## src/hdl/rrcd_pkg.sv

```systemverilog
`timescale 1ns / 1ps
`default_nettype none
// ============================================================================
// rrcd_pkg
// Shared widths, status codes and sideband types for the closest distance
// pipeline between two 3D lines.
// ============================================================================
package rrcd_pkg;

    // Field and datapath widths.
    localparam int IN_W  = 16;          // Q8.8 input coordinate
    localparam int DP_W  = IN_W + 1;    // origin difference
    localparam int RW    = 64;          // divisor and partial remainder
    localparam int QW    = 40;          // quotient bits, one per division cell
    localparam int NW    = RW + QW;     // dividend
    localparam int GW    = 18;          // gap result, one bit per root cell
    localparam int TW    = 24;          // line parameter result

    // Lanes of the division chain.
    localparam int NLANE    = 3;
    localparam int LANE_T1  = 0;
    localparam int LANE_T2  = 1;
    localparam int LANE_GAP = 2;

    // Result status codes.
    localparam logic [1:0] ST_SKEW     = 2'd0;
    localparam logic [1:0] ST_PARALLEL = 2'd1;
    localparam logic [1:0] ST_DEGEN    = 2'd2;

    // Saturation limits.
    localparam logic [GW-1:0] GAP_MAX  = {GW{1'b1}};
    localparam logic [TW-1:0] TMAG_POS = {1'b0, {(TW-1){1'b1}}};
    localparam logic [TW-1:0] TMAG_NEG = {1'b1, {(TW-1){1'b0}}};

    // Sideband that travels next to the division cells.
    typedef struct packed {
        logic [1:0] status;
        logic       neg1;
        logic       neg2;
        logic       sat1;
        logic       sat2;
        logic       satg;
    } div_side_t;

    // Sideband that travels next to the root cells.
    typedef struct packed {
        logic [1:0]    status;
        logic [TW-1:0] t1;
        logic [TW-1:0] t2;
    } root_side_t;

endpackage
`default_nettype wire

```

## src/hdl/rrcd_div_cell.sv

```systemverilog
`timescale 1ns / 1ps
`default_nettype none
// ============================================================================
// rrcd_div_cell
// One restoring division step: shifts one dividend bit into the partial
// remainder and one quotient bit into the low word.
// ============================================================================
module rrcd_div_cell
    import rrcd_pkg::*;
(
    input  wire logic          clk,
    input  wire logic          en,
    input  wire logic [RW-1:0] den_in,
    input  wire logic [RW-1:0] r_in,
    input  wire logic [QW-1:0] x_in,
    output logic      [RW-1:0] den_out,
    output logic      [RW-1:0] r_out,
    output logic      [QW-1:0] x_out
);

    logic [RW-1:0] den_reg;
    logic [RW-1:0] r_reg;
    logic [QW-1:0] x_reg;
    logic [RW:0]   trial_w;
    logic [RW:0]   diff_w;
    logic          take_w;

    // Trial subtraction of the divisor from the shifted remainder.
    assign trial_w = {r_in, x_in[QW-1]};
    assign diff_w  = trial_w - {1'b0, den_in};
    assign take_w  = trial_w >= {1'b0, den_in};

    // Step registers.
    always_ff @(posedge clk)
    begin
        if (en)
        begin
            den_reg <= den_in;
            r_reg   <= take_w ? diff_w[RW-1:0] : trial_w[RW-1:0];
            x_reg   <= {x_in[QW-2:0], take_w};
        end
    end

    assign den_out = den_reg;
    assign r_out   = r_reg;
    assign x_out   = x_reg;

endmodule
`default_nettype wire

```

## config.mk

```make
export PLATFORM = sky130hd
export DESIGN_NAME = rrcd_div_cell
export DESIGN_NICKNAME = d
export VERILOG_FILES = /design/src/hdl/rrcd_pkg.sv /design/src/hdl/rrcd_div_cell.sv
export SDC_FILE = /design/constraint.sdc
export NUM_CORES = 1
export LEC_CHECK = 0
export BUFFER_PORTS_ARGS = -buffer_cell sky130_fd_sc_hd__buf_2
export CAP_MARGIN = 20
export CORE_UTILIZATION = 39
export DETAILED_ROUTE_END_ITERATION = 7
export GPL_ROUTABILITY_DRIVEN = 0
export SLEW_MARGIN = 0
export SYNTH_ARGS = -nofsm -noshare
export SYNTH_HDL_FRONTEND = slang
export SYNTH_SLANG_ARGS = --single-unit
```

## constraint.sdc

```tcl
create_clock -name clk -period 7 [get_ports clk]
set_clock_uncertainty 0.05 [all_clocks]
set_input_delay 1.75 -clock clk [delete_from_list [all_inputs] [get_ports clk]]
set_output_delay 1.75 -clock clk [all_outputs]
set_load 0.01 [all_outputs]
```

==> summary.txt <==
Outcome
  – Outcome: finished, final reports clean

Clock tree
  – Root buffer cell: clkbuf_16
  – H-Tree Depth: 4
  – CTS resizes: 0
  – Clock Tree Buf Depth: 2
  – # clock sinks: 168
  – CTS tree: built
  – Clock-pin slew on the worst setup and hold paths: approximately 0.08 ns
  – # Post-CTS Setup Buffers: 0
  – Total CTS buffers: 17
  – Cts hold-fix bufs: 0

STA
  – Final TNS setup: 0 ns
  – Period utilization: around four fifths
  – Final setup violation count: 0
  – Final hold violation count: 0
  – RSZ-0062 raised after global routing: no
  – Worst Tran Pin Value: 0.750 ns
  – F_max: between 0.15 and 0.2 GHz
  – Final max-slew violation count: 0
  – Minimum clock period: between 5 and 6 ns
  – Max transition margin: about half

Logic synthesis
  – Mapped cell area: about 10000 um^2
  – Syn avg cell area: 11.5 um^2
  – Syn Inst Count: 860
  – Post-synthesis register bit count: roughly 170
  – Post-synth EDFFs: 168
  – Top_reg_cell synth: edfxtp_1
  – Sequential cell area fraction in the yosys report: roughly 51%
  – Synth unique cells: 69
  – Synthesized net count: ~1,100
  – Post-synth ARST share: 0%
  – Warnings from Yosys: 0

Drt
  – Initial DRT Pass Iterations: 5
  – Drt total wl: 27,900 um
  – Post-route ant nets: 0
  – Final routed DRC violation total: 0
  – Via/cell ratio: between 5 and 6
  – Vias: roughly 8,000
  – Routed len/inst: around 18 um
  – DRT iter0 DRCs: ~420

Setup path
  – CP Capture Type: flop
  – CP Buf/Inv Count: 3
  – Slowest stage delay, CP: 0.52 ns
  – Max stage delay cell, worst path: o41ai_2
  – Critical path startpoint: den_in[1]
  – CP Class: in -> reg
  – Crit path cell chain: buf_2 -> inv_1 -> ha_1 -> nor2b_2 -> o21ai_1 -> o21a_2 -> o31a_1 -> o31a_1 -> o41ai_2 -> a41o_2 -> a31oi_4 -> o211a_1 -> clkinv_4 -> mux2_2
  – Most frequent CP cell: o31a_1
  – CP Data Required Time: slightly above 7 ns
  – Critical path launch point type: primary input
  – Critical Path AT: a little under 6 ns
  – Max FO, Critical Path: 59
  – Cell family with most CP delay: compound AO/OA/AOI/OAI gates

Pwr
  – PD cells: around 240 nW/um^2
  – Pwr Total: 0.00298 W
  – Lkg Pwr: around 5.6 nW
  – Worst vdd ir: ~0.15 mV

Hold path
  – Origin of the worst min-delay path: x_in[36]
  – Min-Delay Path Class: in -> reg

Global routing
  – Gr usage total: a little over a fifth
  – Pin count of the biggest net entering global routing: 78
  – Vias in the first global route: around 7,900
  – Antenna violations before repair: 1
  – First-pass GRT wire length: about 43,000 um
  – Congestion Overflow GR: 0

Finish
  – Syn-to-layout area delta: 25.8%
  – Most common cell after layout, fill and taps aside: buf_2
  – FILL cells: about 2,300
  – Most frequent cells in the layout: 336 x buf_2, 168 x edfxtp_1, 80 x inv_1
  – Final Net Count: around 1,400
  – Layout cells sized above 1: between 30% and 40%

Placed design
  – Post-DP HPWL: 21,900 um
  – Input/output buffers: 337

Die
  – Initial Utilization: roughly 40%
  – Die width: 161 um
  – Core area: 24,600 um^2
  – # rows: 57
  – Die Y-Extent: 161 um
  – IO Pins: ~340
  – Full die area: ~26,000 um^2

Flow run
  – MaxCap Viol Count: 0
sequential cells by signal, indices dropped and copies added (netlist names):
name / flops
den_out: 64
r_out: 64
x_out: 40
report_power, final:
| group | leakage, nW | internal [W] | switching [W] |
|---|---|---|---|
| clock network | 0.283 | 0.000478 | 0.000477 |
| registers | 1.64 | 0.00125 | 0.0000283 |
| logic | 3.71 | 0.000332 | 0.000418 |
| total | 5.64 | 0.00206 | 0.000923 |
cell families after synthesis:
group           synth area share (%)
compound gates                  15.1
simple gates                    8.68
flops                           50.9
buf+inv                         4.71
fa+ha+maj                       8.29
mux                             7.36
xor+xnor                        4.95
Yosys cell counts (all sizes together) (7+ instances only):
library cell	n	share of area, %
nor3	9	0.45
xor2	19	1.7
a31oi	9	0.72
nor2	37	1.4
inv	80	3.0
a21oi	71	3.6
nand4	15	0.95
ha	64	8.1
and3	11	0.69
o21bai	13	0.99
nand2	58	2.2
o21ai	36	1.8
buf	8	0.87
nand3	10	0.51
mux2	58	6.9
nor2b	8	0.53
edfxtp	168	51
clkbuf	19	0.72
a211oi	7	0.53
xnor2	37	3.3
o31ai	7	0.53
a21o	36	2.7
stage by stage:
step	hold WS, ns	cell area [um^2]	util, %	instances	setup slack, ns
global placement	1.88	11900	48.2	1497	1.03
floorplan	1.80	9900	-	860	1.82
detailed placement	1.88	11900	48.2	1497	0.919
finish	1.43	12500	50.6	1530	1.36
global route	1.41	12500	50.6	1529	1.12
CTS	1.41	12500	50.6	1529	1.40
path summary, 6_finish.rpt:
check | to | cells after the start | slack (ns)
max | r_out[52] | 14 | 1.36
min | x_out[37] | 1 | 1.43
layer usage:
metal | up-vias | global-route usage [%] | wire length [um]
li1 | 3879 | - | -
met1 | 3823 | 26.9 | 12100
met2 | 276 | 37.3 | 13800
met3 | 23 | 3.83 | 1640
met4 | 0 | 5.57 | 329
met5 | - | 0 | 0
final cells by class:
class                      count  area [um^2]  share of cell area (%)
clock buffer                  17          425                    3.41
timing repair buffer         340         1720                    13.8
inverter                      81          309                    2.48
antenna                        1         2.50                  0.0201
clock inverter                15          163                    1.31
multi-input combinational    584         4390                    35.3
sequential                   168         5040                    40.5
tap                          324          405                    3.25
Note: power is estimated with default switching activity, not from simulation.
