### src/hdl/rrcd_pkg.sv
`timescale 1ns / 1ps
`default_nettype none
// ============================================================================
// rrcd_pkg
// Shared widths, status codes and sideband types for the closest distance
// pipeline between two 3D lines.
// ============================================================================
package rrcd_pkg;

    // Field and datapath widths.
    localparam int IN_W  = 16;          // Q8.8 input coordinate
    localparam int DP_W  = IN_W + 1;    // origin difference
    localparam int RW    = 64;          // divisor and partial remainder
    localparam int QW    = 40;          // quotient bits, one per division cell
    localparam int NW    = RW + QW;     // dividend
    localparam int GW    = 18;          // gap result, one bit per root cell
    localparam int TW    = 24;          // line parameter result

    // Lanes of the division chain.
    localparam int NLANE    = 3;
    localparam int LANE_T1  = 0;
    localparam int LANE_T2  = 1;
    localparam int LANE_GAP = 2;

    // Result status codes.
    localparam logic [1:0] ST_SKEW     = 2'd0;
    localparam logic [1:0] ST_PARALLEL = 2'd1;
    localparam logic [1:0] ST_DEGEN    = 2'd2;

    // Saturation limits.
    localparam logic [GW-1:0] GAP_MAX  = {GW{1'b1}};
    localparam logic [TW-1:0] TMAG_POS = {1'b0, {(TW-1){1'b1}}};
    localparam logic [TW-1:0] TMAG_NEG = {1'b1, {(TW-1){1'b0}}};

    // Sideband that travels next to the division cells.
    typedef struct packed {
        logic [1:0] status;
        logic       neg1;
        logic       neg2;
        logic       sat1;
        logic       sat2;
        logic       satg;
    } div_side_t;

    // Sideband that travels next to the root cells.
    typedef struct packed {
        logic [1:0]    status;
        logic [TW-1:0] t1;
        logic [TW-1:0] t2;
    } root_side_t;

endpackage
`default_nettype wire

### src/hdl/rrcd_root_cell.sv
`timescale 1ns / 1ps
`default_nettype none
// ============================================================================
// rrcd_root_cell
// One bit of the rounded square root: keeps bit BIT of g when (2g-1)^2
// stays at or below the scaled ratio.
// ============================================================================
module rrcd_root_cell
    import rrcd_pkg::*;
#(
    parameter int BIT = 0
)
(
    input  wire logic          clk,
    input  wire logic          en,
    input  wire logic [GW-1:0] g_in,
    input  wire logic [QW-1:0] q_in,
    output logic      [GW-1:0] g_out,
    output logic      [QW-1:0] q_out
);

    logic [GW-1:0]     g_reg;
    logic [QW-1:0]     q_reg;
    logic [GW-1:0]     cand_w;
    logic [GW:0]       odd_w;
    logic [2*GW+1:0]   sq_w;
    logic              take_w;

    // Candidate with this bit set, then (2c-1)^2 against the ratio.
    assign cand_w = g_in | (GW'(1) << BIT);
    assign odd_w  = {cand_w, 1'b0} - (GW+1)'(1);
    assign sq_w   = odd_w * odd_w;
    assign take_w = QW'(sq_w) <= q_in;

    always_ff @(posedge clk)
    begin
        if (en)
        begin
            g_reg <= take_w ? cand_w : g_in;
            q_reg <= q_in;
        end
    end

    assign g_out = g_reg;
    assign q_out = q_reg;

endmodule
`default_nettype wire

### config.mk
export PLATFORM = sky130hd
export DESIGN_NAME = rrcd_root_cell
export DESIGN_NICKNAME = d
export VERILOG_FILES = /design/src/hdl/rrcd_pkg.sv /design/src/hdl/rrcd_root_cell.sv
export SDC_FILE = /design/constraint.sdc
export NUM_CORES = 1
export LEC_CHECK = 0
export ABC_AREA = 1
export BUFFER_PORTS_ARGS = -buffer_cell sky130_fd_sc_hd__buf_2
export CORE_UTILIZATION = 37
export CTS_BUF_LIST = sky130_fd_sc_hd__clkbuf_8 sky130_fd_sc_hd__clkbuf_16
export DETAILED_ROUTE_END_ITERATION = 10
export PLACE_DENSITY = 0.65
export SLEW_MARGIN = 15
export SYNTH_ARGS = -nofsm -noshare
export SYNTH_HDL_FRONTEND = slang
export SYNTH_SLANG_ARGS = --single-unit
### constraint.sdc
create_clock -name clk -period 7.8 [get_ports clk]
set_input_delay 1.56 -clock clk [delete_from_list [all_inputs] [get_ports clk]]
set_output_delay 1.56 -clock clk [all_outputs]
set_load 0.02 [all_outputs]
==> metrics.csv <==
metric,value,unit
outcome,"finished, final reports clean",
Max Root-Sink Buffers,2,
Post-synth ARST share,0,
Simple-Gate Fraction of Synth Area,0.162,
number of buffers created by CTS,9,
adder-cell share of the synthesized area,0.498,
Worst Hold Margin,1.38,ns
library cell occupying the most area in the post-synthesis netlist,sky130_fd_sc_hd__fa_1,
pins over their slew limit,0,
Critical Path AT,7.62,ns
clock sink total,58,
top post-synthesis cells by count,"sky130_fd_sc_hd__inv_1 (539), sky130_fd_sc_hd__nand2_1 (391), sky130_fd_sc_hd__fa_1 (221)",
net count of the mapped netlist,2069,
startpoint kind of the worst setup timing path,primary input,
kind of cell adding the most delay to the critical path,adder cells,
post-synthesis instance area,13100,um2
type of the worst setup path,primary input to flop,
number of antenna violations at the first check in global routing,0,
ratio of cells with drive above 1 in the final layout,0.155,
share of the core filled with cells,0.441,
Cells after DPL,2257,
detailed placer's ending HPWL,27400,um
first-pass GRT wire length,51100,um
"Cell Count, Final, Fillers Out",2273,
detailed-router iteration count before antenna repair,6,
combinational family with the most area after synthesis,adder cells,
vias in the first global route,10741,
Inserted Diodes,0,
via count,10196,
violation count after the first detailed-route iteration,397,
number of synthesis warnings,0,
via count normalized by instance count,4.49,
TritonCTS clock tree,done,
path type of the worst min-delay path,primary input to flop,
worst path buffer plus inverter count,9,
floorplan core area,34700,um2
Die Height,190,um
Area after DPL,14900,um2
share of cell area taken by muxes after synthesis,0,
largest cells by area after synthesis,"sky130_fd_sc_hd__fa_1 (34%), sky130_fd_sc_hd__ha_1 (16%), sky130_fd_sc_hd__inv_1 (15%), sky130_fd_sc_hd__edfxtp_1 (13%), sky130_fd_sc_hd__nand2_1 (11%)",
Syn-to-layout area delta,16.9,%
final weighted congestion in routability-driven placement,0.888,
Filler Cells Inserted,3418,
highest clock frequency the design can meet,0.133,GHz
overall die area,36100,um2
Critical-path top delay cell,sky130_fd_sc_hd__fa_1,
final routed wirelength across all metal layers,30900,um
Post-Syn Area per Cell,8.08,um2
most common flop cell mapped by yosys,sky130_fd_sc_hd__edfxtp_1,
number of library cell types mapped by synthesis,31,
num rows,68,
clock edge transition at the registers on the reported setup and hold paths,0.06,ns
final-report setup violation count,0,
final number of hold-violating endpoints,0,
"Data required, critical path",7.91,ns
CP peak stage delay,0.56,ns
buffers added on ports,117,
post-route cell area,15300,um2
top-area cell type share of the netlist area,0.338,
Post-synth EDFFs,58,
number of cells produced by synthesis,1621,
clock period minus final worst setup slack,7.51,ns
share of the clock period used by the worst path after layout,0.962,
share of the synthesized area in compound gates (AO/OA/AOI/OAI),0.0220,
Post-route DRC,0,
Wirelength per Cell,13.6,um
relative slew slack,0.444,
synthesis-stage register bit count,58,
Max Cap Violations,0,
pin count of the biggest net entering global routing,59,
I/O pin cnt,118,
sum of overflow across all layers after global routing,0,
Crit. End Element,flop,
global-route usage over all layers,0.182,
Layout Nets,2261,
Die X-Extent,190,um
Routed Antenna Nets,0,
number of H-tree levels,3,
Worst-Margin Slew,0.833,ns
"Max FO, Critical Path",11,
fraction of the yosys area taken by sequential cells,0.133,
cell at the root of the clock tree,sky130_fd_sc_hd__clkbuf_16,
initial standard-cell utilization of the core,0.377,
post-synthesis xor/xnor area fraction,0.0187,
cell with the most instances after synthesis,sky130_fd_sc_hd__inv_1,
post-CTS setup repair buffer count,0,
cells by family (layout without fill, tap and decap cells):
group	after synthesis	count (layout)
AO/OA/AOI/OAI	52	52
XOR/XNOR	28	28
adder cells (fa/ha/maj)	388	388
buffers and inverters	580	777
flip-flops	58	58
AND/OR/NAND/NOR	515	515
path summary, 6_finish.rpt:
kind	startpoint	end	slack (ns)	cells past startpoint
min	q_in[39]	q_out[39]$_DFFE_PP_	1.38	1
max	g_in[5]	g_out[0]$_SDFFCE_PP1P_	0.29	31
final cells by class:
| cell class | instances | area [um2] | area share |
|---|---|---|---|
| inverters | 545 | 2050 | 0.134 |
| well taps | 455 | 569 | 0.0372 |
| clock buffers | 9 | 225 | 0.0147 |
| clock inverters | 7 | 46.3 | 0.00303 |
| multi-input cells | 983 | 9280 | 0.606 |
| flip-flops and latches | 58 | 1740 | 0.114 |
| repair buffers | 216 | 1390 | 0.0910 |
placed cells by master (no fill, tap or decap), types with 10 or more instances in the layout:
cell type / count
sky130_fd_sc_hd__fa_1: 221
sky130_fd_sc_hd__nand2_2: 14
sky130_fd_sc_hd__nand4_1: 12
sky130_fd_sc_hd__a21oi_1: 33
sky130_fd_sc_hd__edfxtp_1: 58
sky130_fd_sc_hd__buf_4: 100
sky130_fd_sc_hd__nand2_1: 386
sky130_fd_sc_hd__nor2_1: 35
sky130_fd_sc_hd__inv_1: 539
sky130_fd_sc_hd__nor2_2: 10
sky130_fd_sc_hd__nand3_1: 32
sky130_fd_sc_hd__ha_1: 163
sky130_fd_sc_hd__buf_2: 107
sky130_fd_sc_hd__xor2_1: 22
per-stage QoR:
stage	setup TNS (ns)	worst slack, ns
final	0	0.294
after global routing	-0.00432	-0.00432
after CTS	0	0.119
after detailed placement	-0.253	-0.253
after global placement	-0.189	-0.189
after floorplan	0	0.120
what timing repair did:
| item | 4_1_cts | 5_1_grt |
|---|---|---|
| hold buffers | 0 | 0 |
| setup endpoints to repair | 0 | 1 |
| hold endpoints to repair | 0 | 0 |
| gates resized for setup | 0 | 36 |
state kept, by name (all words and copies together), names as in the netlist:
name / count
q_out: 40
g_out: 18
layer usage:
layer	vias to the layer above	track usage	wire, um
li1	5049	-	-
met1	4905	0.223	13100
met2	203	0.327	15800
met3	39	0.0256	1270
met4	0	0.0558	665
met5	-	0	0
Power is not shown: default switching activity piles up to over one toggle a cycle in this logic, so the estimate is an artifact.
